**src/hdl/dlle_pkg.sv**
```systemverilog
// ----------------------------------------------------------------------------
// dlle_pkg : shared types and constants for the ordered list engine
// Command and status codes, cell control word and controller states.
// ----------------------------------------------------------------------------
package dlle_pkg;

  localparam int CAPACITY_DEF   = 64;
  localparam int DATA_WIDTH_DEF = 32;
  localparam int POS_W          = 13;

  typedef enum logic [3:0] {
    OP_HEAD_ADD  = 4'd0,
    OP_TAIL_ADD  = 4'd1,
    OP_INSERT_AT = 4'd2,
    OP_HEAD_DEL  = 4'd3,
    OP_TAIL_DEL  = 4'd4,
    OP_DEL_AT    = 4'd5,
    OP_MODIFY    = 4'd6,
    OP_READ_AT   = 4'd7,
    OP_FIND      = 4'd8,
    OP_DEL_VALUE = 4'd9,
    OP_CLEAR     = 4'd10
  } op_t;

  typedef enum logic [1:0] {
    ST_OK    = 2'd0,
    ST_RANGE = 2'd1,
    ST_FULL  = 2'd2,
    ST_MISS  = 2'd3
  } status_t;

  typedef enum logic [1:0] {
    CM_HOLD = 2'd0,
    CM_INS  = 2'd1,
    CM_DEL  = 2'd2,
    CM_MOD  = 2'd3
  } cell_mode_t;

  typedef struct packed {
    cell_mode_t       mode;
    logic [POS_W-1:0] k;
  } cell_ctrl_t;

  typedef enum logic {
    FS_IDLE = 1'b0,
    FS_SCAN = 1'b1
  } fsm_t;

endpackage

```
**src/hdl/dlle_cell.sv**
```systemverilog
// ----------------------------------------------------------------------------
// dlle_cell : one list position
// Holds the word at its position; shifts in from either neighbour on
// insert or delete, loads on write, flags a key match.
// ----------------------------------------------------------------------------
module dlle_cell #(
  parameter int DATA_WIDTH = dlle_pkg::DATA_WIDTH_DEF,
  parameter int IDX        = 0
) (
  input  logic                    clk,
  input  dlle_pkg::cell_ctrl_t    ctrl,
  input  logic [DATA_WIDTH-1:0]   wdata,
  input  logic [DATA_WIDTH-1:0]   key,
  input  logic [DATA_WIDTH-1:0]   left_val,
  input  logic [DATA_WIDTH-1:0]   right_val,
  output logic [DATA_WIDTH-1:0]   val,
  output logic                    hit
);
  import dlle_pkg::*;

  localparam logic [POS_W-1:0] MY_POS = POS_W'(IDX);

  always_ff @(posedge clk) begin
    case (ctrl.mode)
      CM_INS: begin
        if (MY_POS == ctrl.k) begin
          val <= wdata;
        end else if (MY_POS > ctrl.k) begin
          val <= left_val;
        end
      end
      CM_DEL: begin
        if (MY_POS >= ctrl.k) begin
          val <= right_val;
        end
      end
      CM_MOD: begin
        if (MY_POS == ctrl.k) begin
          val <= wdata;
        end
      end
      default: ;
    endcase
  end

  assign hit = (val == key);

endmodule

```
**config.mk**
```make
export PLATFORM = sky130hd
export DESIGN_NAME = dlle_cell
export DESIGN_NICKNAME = d
export VERILOG_FILES = /design/src/hdl/dlle_pkg.sv /design/src/hdl/dlle_cell.sv
export SDC_FILE = /design/constraint.sdc
export NUM_CORES = 1
export LEC_CHECK = 0
export BUFFER_PORTS_ARGS = -buffer_cell sky130_fd_sc_hd__buf_2
export CAP_MARGIN = 5
export CORE_UTILIZATION = 41
export CTS_CLUSTER_SIZE = 20
export DETAILED_ROUTE_END_ITERATION = 7
export GPL_TIMING_DRIVEN = 0
export HOLD_SLACK_MARGIN = 0.12
export PLACE_DENSITY = 0.92
export SLEW_MARGIN = 20
export SYNTH_ARGS = -nofsm -noshare
export SYNTH_HDL_FRONTEND = slang
export SYNTH_SLANG_ARGS = --single-unit
```
**constraint.sdc**
```tcl
create_clock -name clk -period 4.8 [get_ports clk]
set_clock_uncertainty 0.05 [all_clocks]
set_input_delay 1.2 -clock clk [delete_from_list [all_inputs] [get_ports clk]]
set_output_delay 1.2 -clock clk [all_outputs]
set_load 0.005 [all_outputs]
```
==> impl_table.tex, run 1 <==
\begin{tabular}{lr}
\hline
Metric & Value \\
\hline
\multicolumn{2}{l}{\textbf{STA}} \\
Worst Tran Pin Value & 0.752 ns \\
Final setup fails & 0 \\
Number of pins exceeding their max-slew limit in the final report & 0 \\
Slack of the critical path & 0.983 ns \\
Max Fclk & 262 MHz \\
Setup TNS after final layout & 0 ns \\
Number of hold violations in the final report & 0 \\
Period utilization & 79.5\% \\
Final hold slack & 1.18 ns \\
Relative slew margins & 49.9\% \\
Fin crit period & 3.82 ns \\
Setup repair after global routing missed its margin & false \\
\multicolumn{2}{l}{\textbf{Synth}} \\
Dominant cells by area after synthesis & edfxtp\_1 (40\%), mux2i\_1 (39\%), xor2\_1 (12\%), nor4\_1 (2.1\%), buf\_6 (1.4\%) \\
Mapped Avg Cell Area & 12.5 sq um \\
Number of synthesized register bits & 32 \\
Cell type with the highest aggregate area in the netlist & edfxtp\_1 \\
Area fraction of the dominant cell type after synthesis & 40.1\% \\
Cell area after synthesis & 2400 sq um \\
Register area share after synthesis & 40.1\% \\
Yosys warns & 0 \\
Nets in the synthesized netlist & 336 \\
Distinct cells, synth & 17 \\
Post-Synthesis Cells & 192 \\
\multicolumn{2}{l}{\textbf{Layout}} \\
Largest regs & val (32) \\
Filler cell count & 464 \\
Fraction of final layout cells sized beyond drive strength 1 & 51.5\% \\
Relative area change from synthesis to final layout & 46.1\% \\
Commonest cells after routing, fill and taps aside & buf\_2 (178), mux2i\_1 (93), xor2\_1 (32), edfxtp\_1 (32), nor4\_1 (8) \\
Commonest non-fill, non-tap cell in the layout & buf\_2 \\
Max FFs per register & 32 \\
Number of diodes added for antenna fixing & 0 \\
Finished Core Util & 62.8\% \\
Most flop-heavy register & val \\
Post-Layout Inst Area & 3500 sq um \\
Filler-free cell count of the finished design & 447 \\
Number of nets in the finished design & 518 \\
\multicolumn{2}{l}{\textbf{Global routing}} \\
Number of antenna violations at the first check in global routing & 0 \\
Vias in the first global route & 2231 \\
Maximum number of pins on one net before global-route repair & 19 \\
Overall overflow remaining after global route & 0 \\
First-pass GRT wire length & 10.5 mm \\
Global-route usage over all layers & 22.6\% \\
\multicolumn{2}{l}{\textbf{Route}} \\
\# DRC & 0 \\
Antenna violation net count after detailed routing & 0 \\
Initial detailed-routing violation count & 47 \\
Top metal layer carrying routed signals & met4 \\
Total via count after detailed routing & 2229 \\
Pre-Repair DR Iteration Count & 4 \\
Detailed-routing wirelength on met1 & 2.58 mm \\
Met3 WL & 419 microns \\
Total length of routed wires & 6.73 mm \\
Met2 routed WL & 3.68 mm \\
Vias per inst & 4.99 \\
DR WL/cell & 15.1 microns \\
\multicolumn{2}{l}{\textbf{Pwr}} \\
Total power divided by cell area & 201 nW/um\^{}2 \\
Static Leakage & 1.93 nW \\
Total power consumption of the routed design & 705 uW \\
Maximum resistive drop on vdd & 0.000164 V \\
\multicolumn{2}{l}{\textbf{Setup path}} \\
Capturing element type of the critical path & primary output \\
Dominant cell type by count on the critical path & buf\_2 \\
Slowest stage delay, CP & 0.59 ns \\
CP Launch Type & primary input \\
Setup CP Type & in2out \\
Crit path required time & 3.55 ns \\
Arrival @ worst endpoint & 2.57 ns \\
Highest net fanout along the worst path & 1 \\
Slowest stage cell on the critical path & nor4\_1 \\
Cell-by-cell listing of the critical path & buf\_2 > xor2\_1 > nor4\_1 > nand4\_1 > nor2\_1 > buf\_2 \\
\multicolumn{2}{l}{\textbf{Floorplanning}} \\
Initial cell density of the core & 43.0\% \\
Die Area & 6150 sq um \\
CORE AREA & 5570 sq um \\
Total I/O pin count & 177 \\
Die boundary height & 78.4 microns \\
Row cnt & 27 \\
Floorplan die width & 78.4 microns \\
\multicolumn{2}{l}{\textbf{Placement}} \\
Detailed Place HPWL & 5.60 mm \\
Post-placement cell area & 3390 sq um \\
Worst-case setup slack after placement & 1.01 ns \\
Final Wtd Congestion & 0.718 \\
Quantity of I/O buffers inserted on ports & 174 \\
Cells after DPL & 439 \\
\multicolumn{2}{l}{\textbf{Clock tree}} \\
Number of sinks driven by the clock tree & 32 \\
Maximum clock insertion buffer count & 2 \\
Number of buffers inserted during clock tree synthesis & 5 \\
Clock transition at the register clock pins on the worst setup and hold paths after CTS & 0.06 ns \\
Clock tree from TritonCTS & yes \\
Hold\_buf cts & 0 \\
Number of buffers inserted to repair setup after CTS & 0 \\
Root Buffer Master & clkbuf\_8 \\
Number of levels in the clock H-tree & 2 \\
Count of instances resized after the clock tree is built & 0 \\
\multicolumn{2}{l}{\textbf{Flow run}} \\
Max-cap violations & 0 \\
\multicolumn{2}{l}{\textbf{Hold path}} \\
Classification of the worst-slack hold path & in2reg \\
\multicolumn{2}{l}{\textbf{Run status}} \\
Status & completed \\
\hline
\end{tabular}
-- logic make-up after synthesis --
family,after synthesis,synth area share [%]
mux,93,38.9
simple gates,21,5.64
xor+xnor,32,11.7
flops,32,40.1
compound gates,3,0.835
buf+inv,11,2.87
-- synthesized netlist by cell type --
master    count
a21oi_1       1
buf_1         1
buf_2         4
buf_6         3
clkbuf_1      3
edfxtp_1     32
mux2i_1      93
nand2_1       1
nand4_1       2
nand4_2       1
nor2_1        5
nor3_1        1
nor3b_1       1
nor4_1        8
nor4_2        2
o21a_1        2
xor2_1       32
-- power breakdown --
part	total (mW)	internal (mW)	switching, mW	leakage, nW
combinational	0.141	0.0809	0.0603	1.59
clock	0.253	0.154	0.0987	0.0552
sequential	0.311	0.311	0.0000286	0.288
total	0.705	0.545	0.159	1.93
-- per-layer routing --
layer | global-route usage, % | up-vias
met5 | 0 | -
met4 | 5.19 | 0
met3 | 5.23 | 6
met2 | 44.5 | 105
met1 | 24.1 | 1025
li1 | - | 1093
-- area by class of cell --
class	count	area, sq um	share of cell area [%]
plain buffers	11	68.8	1.97
multi-input cells	149	1370	39.3
clock inverters	2	35.0	1.00
flip-flops and latches	32	961	27.5
clock buffers	6	72.6	2.07
well taps	72	90.1	2.57
repair buffers	175	898	25.7
-- final timing paths --
check,cells past startpoint,from,end
worst max-delay path,6,key[16],hit
worst min-delay path,2,wdata[23],val[23]
-- critical path, delay by kind of cell --
family	cells	cell delay, ns
xor gates and xnor gates	1	0.15
buffers and inverters	2	0.22
and+or+nand+nor	3	0.99
Note: power is estimated with default switching activity, not from simulation.
==> inputs of run 2 (changes only) <==
- CORE_UTILIZATION: 41 -> 37
- PLACE_DENSITY: 0.92 -> 0.88
- clock period: 4.8 -> 3.5 ns (I/O delays scaled with it)
==> run 2 against run 1 <==
  * Clock power is 5% higher
  * Sequential power is 37% higher
  * Total power is 26% higher
  * Hold slack worse by 0.31 ns
  * Combinational power is 38% higher
  * Count of clock-buffer cells in the layout stayed put
  * First-iteration DRC count is 26% lower
  * Global-route usage is 2.7 points lower
  * Critical path depth stayed put
  * Sequential cell count stayed put
  * Critical endpoint unchanged
  * Highest routed layer unchanged
==> impl_table.tex, run 2 (synthesis results as in run 1) <==
\begin{tabular}{lr}
\hline
Metric & Value \\
\hline
\multicolumn{2}{l}{\textbf{Setup path}} \\
First element of the critical path & key[16] \\
Crit path required time & 2.57 ns (-0.98 ns) \\
CP Launch Type & primary input \\
Arrival @ worst endpoint & 2.24 ns (-0.33 ns) \\
Setup CP Type & in2out \\
Critical Path Sink & hit \\
Highest net fanout along the worst path & 1 (unchanged) \\
Capturing element type of the critical path & primary output \\
\multicolumn{2}{l}{\textbf{Layout}} \\
Area of the multi-input gates & 1370 sq um (unchanged) \\
Commonest non-fill, non-tap cell in the layout & buf\_2 \\
Filler-free cell count of the finished design & 449 (+0.45\%) \\
Number of nets in the finished design & 518 (unchanged) \\
Finished Core Util & 57.0\% (-5.8 points) \\
Fraction of final layout cells sized beyond drive strength 1 & 51.3\% (-0.13 points) \\
Most flop-heavy register & val \\
Max FFs per register & 32 (unchanged) \\
Filler cell count & 543 (+17\%) \\
Sequential cell area & 961 sq um (unchanged) \\
Commonest cells after routing, fill and taps aside & buf\_2 (178), mux2i\_1 (93), xor2\_1 (32), edfxtp\_1 (32), nor4\_1 (8) \\
Number of diodes added for antenna fixing & 0 (unchanged) \\
Relative area change from synthesis to final layout & 45.0\% \\
Largest regs & val (32) \\
Post-Layout Inst Area & 3470 sq um (-0.75\%) \\
\multicolumn{2}{l}{\textbf{Global routing}} \\
Overall overflow remaining after global route & 0 (unchanged) \\
First-pass GRT wire length & 9.77 mm (-7.1\%) \\
Number of antenna violations at the first check in global routing & 0 (unchanged) \\
Vias in the first global route & 2225 (-0.27\%) \\
Maximum number of pins on one net before global-route repair & 19 (unchanged) \\
Global-route usage over all layers & 19.9\% (-2.7 points) \\
\multicolumn{2}{l}{\textbf{Route}} \\
Antenna violation net count after detailed routing & 0 (unchanged) \\
Initial detailed-routing violation count & 35 (-26\%) \\
Vias per inst & 4.95 (-0.80\%) \\
Total via count after detailed routing & 2221 (-0.36\%) \\
DR WL/cell & 14.9 microns (-0.76\%) \\
Pre-Repair DR Iteration Count & 3 (-1) \\
Total length of routed wires & 6.71 mm (-0.31\%) \\
\# DRC & 0 (unchanged) \\
\multicolumn{2}{l}{\textbf{STA}} \\
Relative slew margins & 46.4\% (-3.5 points) \\
Number of pins exceeding their max-slew limit in the final report & 0 (unchanged) \\
Setup repair after global routing missed its margin & false \\
Setup TNS after final layout & 0 ns (unchanged) \\
Final hold slack & 0.870 ns (-0.312 ns) \\
Fin crit period & 3.16 ns \\
Max Fclk & 316 MHz \\
Worst Tran Pin Value & 0.805 ns (+0.0526 ns) \\
Slack of the critical path & 0.337 ns (-0.646 ns) \\
Final setup fails & 0 (unchanged) \\
Number of hold violations in the final report & 0 (unchanged) \\
Period utilization & 90.4\% \\
\multicolumn{2}{l}{\textbf{Clock tree}} \\
Number of buffers inserted to repair setup after CTS & 0 (unchanged) \\
Hold\_buf cts & 0 (unchanged) \\
Maximum clock insertion buffer count & 2 (unchanged) \\
Number of levels in the clock H-tree & 2 (unchanged) \\
Number of sinks driven by the clock tree & 32 (unchanged) \\
Clock tree from TritonCTS & yes \\
Number of buffers inserted during clock tree synthesis & 5 (unchanged) \\
Clock transition at the register clock pins on the worst setup and hold paths after CTS & 0.07 ns (about the same) \\
Root Buffer Master & clkbuf\_8 \\
Count of instances resized after the clock tree is built & 0 (unchanged) \\
\multicolumn{2}{l}{\textbf{Placement}} \\
Cells after DPL & 442 (+0.68\%) \\
Worst-case setup slack after placement & 0.356 ns (-0.649 ns) \\
Quantity of I/O buffers inserted on ports & 174 (unchanged) \\
Post-placement cell area & 3400 sq um (+0.11\%) \\
Detailed Place HPWL & 5.52 mm (-1.6\%) \\
Final Wtd Congestion & 0.727 (+1.3\%) \\
\multicolumn{2}{l}{\textbf{Pwr}} \\
Total power consumption of the routed design & 886 uW (+26\%) \\
Static Leakage & 1.92 nW (-0.73\%) \\
Maximum resistive drop on vdd & 0.000178 V (+8.4\%) \\
Total power divided by cell area & 255 nW/um\^{}2 (+27\%) \\
\multicolumn{2}{l}{\textbf{Floorplanning}} \\
CORE AREA & 6100 sq um (+9.4\%) \\
Floorplan die width & 82.5 microns (+5.1\%) \\
Row cnt & 28 (+3.7\%) \\
Total I/O pin count & 177 (unchanged) \\
Die boundary height & 82.5 microns (+5.1\%) \\
Initial cell density of the core & 39.3\% (-3.7 points) \\
Die Area & 6800 sq um (+11\%) \\
\multicolumn{2}{l}{\textbf{Run status}} \\
Status & completed \\
\multicolumn{2}{l}{\textbf{Hold path}} \\
Classification of the worst-slack hold path & in2reg \\
\multicolumn{2}{l}{\textbf{Flow run}} \\
Max-cap violations & 0 (unchanged) \\
\hline
\end{tabular}
run 2: cell count changes in the layout (fill, tap and decap cells not counted):
| cell | delta |
|---|---|
| bufinv_16 | -1 |
run 2: where the power goes:
group / internal [mW] / switching [mW] / leakage [nW]
Sequential: 0.426 / 0.0000346 / 0.288
Clock: 0.135 / 0.131 / 0.0410
Combinational: 0.111 / 0.0827 / 1.59
run 2: final cells by class:
cell class | instances | share of cell area, %
repair buffers | 175 | 25.9
clock inverters | 1 | 0.144
multi-input cells | 149 | 39.6
flip-flops and latches | 32 | 27.7
well taps | 75 | 2.70
plain buffers | 11 | 1.98
clock buffers | 6 | 2.09
run 2: routing by layer:
layer / track usage (%) / vias up / part of all wire, %
li1: - / 1094 / -
met1: 20.9 / 1016 / 40
met2: 38.9 / 101 / 52
met3: 4.62 / 10 / 6.2
met4: 5.44 / 0 / 1.2
met5: 0 / - / 0
run 2: critical path: stages:
cell and delay, ns:
buf_2 0.11, xor2_1 0.18, nor4_1 0.59, nand4_1 0.18, nor2_1 0.17, buf_2 0.13
run 2: worst min path at each step:
stage	start	to	slack [ns]	cells past startpoint
5_1_grt	wdata[23]	val[23]	0.86	2
4_1_cts	wdata[23]	val[23]	0.87	2
6_report	wdata[23]	val[23]	0.87	2
3_3_place_gp	wdata[23]	val[23]	1.17	2
2_1_floorplan	wdata[23]	val[23]	1.02	1
3_5_place_dp	wdata[23]	val[23]	1.16	2
==> inputs of run 3 (changes only) <==
- ABC_AREA: default -> 1
- CORE_UTILIZATION: 37 -> 41
- PLACE_DENSITY: 0.88 -> 0.9
==> run 3 against run 2 <==
  * Fmax rose by 18%
  * Largest power group unchanged
  * Highest routed layer unchanged
  * Total power up 5.0%
  * Die area grew 15%
  * Synthesized area increased by 28%
  * Design area increased by 20%
==> impl_table.tex, run 3 <==
\begin{tabular}{lr}
\hline
Metric & Value \\
\hline
\multicolumn{2}{l}{\textbf{Setup path}} \\
Bufs and invs on worst path & 2 (unchanged) \\
Dominant cell type by count on the critical path & nor2\_1 \\
Arrival @ worst endpoint & 1.77 ns (-0.47 ns) \\
Setup CP Type & in2out \\
Capturing element type of the critical path & primary output \\
CP top delay family & simple AND/OR/NAND/NOR gates \\
Slowest stage cell on the critical path & nor2\_1 \\
Slowest stage delay, CP & 0.19 ns (-0.40 ns) \\
Crit path required time & 2.57 ns (about the same) \\
Highest net fanout along the worst path & 2 (+1) \\
CP Launch Type & primary input \\
Cell-by-cell listing of the critical path & buf\_2 > nor2\_1 > nor2\_1 > nor2\_1 > nand2\_1 > nor2\_1 > nand2\_1 > nor2\_1 > buf\_2 \\
\multicolumn{2}{l}{\textbf{Pwr}} \\
Fraction of power spent switching nets & 28.3\% (+4.2 points) \\
Total power divided by cell area & 222 nW/um\^{}2 (-13\%) \\
Maximum resistive drop on vdd & 0.000129 V (-27\%) \\
Combinational fraction of design power & 24.4\% (+2.5 points) \\
NetSw & 263 uW (+23\%) \\
Internal power component & 667 uW (-0.83\%) \\
Static Leakage & 2.57 nW (+34\%) \\
Sequential cell fraction of total power & 45.8\% (-2.3 points) \\
Share of power burned in the clock network & 29.8\% (-0.2 points) \\
\multicolumn{2}{l}{\textbf{Synth}} \\
Cell area after synthesis & 3060 sq um (+28\%) \\
Most frequent cells after synthesis & inv\_1 (144), nand2\_1 (139), nand3\_1 (96) \\
Main combinational cell family by area after synthesis & simple AND/OR/NAND/NOR gates \\
Yosys warns & 0 (unchanged) \\
Mux share of post-synthesis cell area & 0\% (-39 points) \\
Post-Synthesis Cells & 525 (+170\%) \\
Nets in the synthesized netlist & 669 (+99\%) \\
Area fraction of the dominant cell type after synthesis & 31.4\% (-8.7 points) \\
Post-Synth Simple-Gate Area & 40.8\% (+35 points) \\
Register area share after synthesis & 31.4\% (-8.7 points) \\
Share of the synthesized area in compound gates (AO/OA/AOI/OAI) & 5.39\% (+4.6 points) \\
Distinct cells, synth & 17 (unchanged) \\
Cell type with the highest aggregate area in the netlist & edfxtp\_1 \\
Most repeated cell in the gate-level netlist after synthesis & inv\_1 \\
Post-Synth XOR/XNOR Area & 0.858\% (-11 points) \\
Number of synthesized register bits & 32 (unchanged) \\
Share of synthesized flip-flops with an asynchronous set or reset & 0\% (unchanged) \\
Number of flops mapped to enable cells by yosys & 32 (unchanged) \\
Post-synth top flop & edfxtp\_1 \\
Mapped Avg Cell Area & 5.83 sq um (-53\%) \\
Post-synthesis share of cell area spent on full adders, half adders and majority gates & 0\% (unchanged) \\
Dominant cells by area after synthesis & edfxtp\_1 (31\%), inv\_1 (18\%), nand2\_1 (17\%), nand3\_1 (16\%), nor2\_1 (6.4\%) \\
\multicolumn{2}{l}{\textbf{Global routing}} \\
Overall overflow remaining after global route & 0 (unchanged) \\
First-pass GRT wire length & 13.9 mm (+43\%) \\
Maximum number of pins on one net before global-route repair & 18 (-1) \\
Number of antenna violations at the first check in global routing & 0 (unchanged) \\
Vias in the first global route & 3164 (+42\%) \\
Global-route usage over all layers & 23.1\% (+3.2 points) \\
\multicolumn{2}{l}{\textbf{Hold path}} \\
Startpoint of the worst hold path & left\_val[4] \\
WHS Endpoint & val[4] \\
Classification of the worst-slack hold path & in2reg \\
Number of stages on the worst hold path & 5 (+3) \\
\multicolumn{2}{l}{\textbf{Route}} \\
DR WL/cell & 11.2 microns (-25\%) \\
\# DRC & 0 (unchanged) \\
Initial detailed-routing violation count & 151 (+330\%) \\
Pre-Repair DR Iteration Count & 5 (+2) \\
Vias per inst & 4.57 (-7.7\%) \\
Total length of routed wires & 9.07 mm (+35\%) \\
Total via count after detailed routing & 3691 (+66\%) \\
Antenna violation net count after detailed routing & 0 (unchanged) \\
\multicolumn{2}{l}{\textbf{Floorplanning}} \\
Total I/O pin count & 177 (unchanged) \\
Initial cell density of the core & 42.2\% (+2.9 points) \\
Row cnt & 31 (+11\%) \\
Die boundary height & 88.4 microns (+7.2\%) \\
Floorplan die width & 88.4 microns (+7.2\%) \\
Die Area & 7820 sq um (+15\%) \\
CORE AREA & 7250 sq um (+19\%) \\
\multicolumn{2}{l}{\textbf{Clock tree}} \\
Number of sinks driven by the clock tree & 32 (unchanged) \\
Hold\_buf cts & 0 (unchanged) \\
Number of levels in the clock H-tree & 2 (unchanged) \\
Maximum clock insertion buffer count & 2 (unchanged) \\
Clock tree from TritonCTS & yes \\
Number of buffers inserted during clock tree synthesis & 5 (unchanged) \\
Number of buffers inserted to repair setup after CTS & 0 (unchanged) \\
Clock transition at the register clock pins on the worst setup and hold paths after CTS & 0.07 ns (about the same) \\
Count of instances resized after the clock tree is built & 0 (unchanged) \\
Root Buffer Master & clkbuf\_8 \\
\multicolumn{2}{l}{\textbf{STA}} \\
Setup repair after global routing missed its margin & false \\
Relative slew margins & 58.1\% (+12 points) \\
Setup TNS after final layout & 0 ns (unchanged) \\
Number of hold violations in the final report & 0 (unchanged) \\
Period utilization & 76.9\% (-13 points) \\
Number of pins exceeding their max-slew limit in the final report & 0 (unchanged) \\
Fin crit period & 2.69 ns (-0.471 ns) \\
Final setup fails & 0 (unchanged) \\
Max Fclk & 372 MHz (+18\%) \\
Worst Tran Pin Value & 0.627 ns (-0.177 ns) \\
\multicolumn{2}{l}{\textbf{Layout}} \\
Number of diodes added for antenna fixing & 0 (unchanged) \\
Sequential cell area & 961 sq um (unchanged) \\
Fraction of final layout cells sized beyond drive strength 1 & 27.9\% (-23 points) \\
Relative area change from synthesis to final layout & 36.6\% \\
Area of the multi-input gates & 1450 sq um (+5.6\%) \\
Largest regs & val (32) \\
Filler-free cell count of the finished design & 808 (+80\%) \\
Commonest non-fill, non-tap cell in the layout & buf\_2 \\
Commonest cells after routing, fill and taps aside & buf\_2 (179), inv\_1 (144), nand2\_1 (139), nand3\_1 (96), nor2\_1 (52) \\
Filler cell count & 740 (+36\%) \\
Max FFs per register & 32 (unchanged) \\
Number of nets in the finished design & 852 (+64\%) \\
Post-Layout Inst Area & 4180 sq um (+20\%) \\
Most flop-heavy register & val \\
\multicolumn{2}{l}{\textbf{Placement}} \\
Quantity of I/O buffers inserted on ports & 175 (+0.57\%) \\
Final Wtd Congestion & 0.904 (+24\%) \\
Cells after DPL & 800 (+81\%) \\
Detailed Place HPWL & 7.19 mm (+30\%) \\
Post-placement cell area & 4100 sq um (+21\%) \\
\multicolumn{2}{l}{\textbf{Flow run}} \\
Max-cap violations & 0 (unchanged) \\
\multicolumn{2}{l}{\textbf{Run status}} \\
Status & completed \\
\hline
\end{tabular}
## run 3: changes by cell type after synthesis, sizes merged, moves of 6 or more
| cell | before | now |
|---|---|---|
| o21ai | 0 | 32 |
| inv | 0 | 144 |
| nand3 | 0 | 96 |
| nand2 | 1 | 140 |
| xor2 | 32 | 3 |
| nor4 | 10 | 0 |
| nor2 | 5 | 54 |
| mux2i | 93 | 0 |
| buf | 8 | 14 |
## run 3: worst max path at each step
stage               startpoint      end  slack, ns  cells after the start
floorplan              ctrl[5]   val[0]       0.65                      5
global placement       ctrl[5]  val[21]       0.04                      6
detailed placement     ctrl[5]  val[12]       0.71                      7
CTS                    key[30]      hit       0.80                      9
global route           key[30]      hit       0.65                      9
finish                 key[30]      hit       0.81                      9
## run 3: per-layer routing
| layer | vias up | GRT usage (%) | share of wire [%] |
|---|---|---|---|
| met3 | 16 | 2.89 | 7.6 |
| met5 | - | 0 | 0 |
| li1 | 1938 | - | - |
| met2 | 174 | 40.6 | 47 |
| met4 | 0 | 7.33 | 2.1 |
| met1 | 1563 | 29.3 | 43 |
## run 3: cell type report
type                       count  share of cell area, %
multi-input combinational    327                   34.7
sequential                    32                   23.0
timing repair buffer         176                   21.6
inverter                     144                   12.9
tap                           99                   2.96
buffer                        22                   2.90
clock buffer                   5                   1.64
clock inverter                 3                  0.329
## run 3: logic make-up after synthesis
group | Yosys count
AND/OR/NAND/NOR | 291
buffers and inverters | 166
AO/OA/AOI/OAI | 33
flip-flops | 32
XOR/XNOR | 3
## run 3: tightest hold or removal path: cells and delay by family
kind | cells | cell delay, ns
and+or+nand+nor | 3 | 0.15
buffers and inverters | 2 | 0.10
## run 3: power by group through the flow
stage | logic [mW] | registers [mW] | clock network, mW
finish | 0.227 | 0.426 | 0.277
global route | 0.260 | 0.426 | 0.297
CTS | 0.226 | 0.426 | 0.281
detailed placement | 0.225 | 0.434 | 0
global placement | 0.220 | 0.434 | 0
floorplan | 0.115 | 0.434 | 0
## run 3: metrics by stage
step           total power, mW  worst slack [ns]  hold slack [ns]  utilization (%)
3_3_place_gp             0.654            0.0367             1.19             56.1
5_1_grt                  0.983             0.646            0.920             57.7
3_5_place_dp             0.659             0.713             1.19             56.5
2_1_floorplan            0.550             0.648             1.10                -
4_1_cts                  0.933             0.801            0.900             57.7
6_report                 0.930             0.808            0.905             57.7
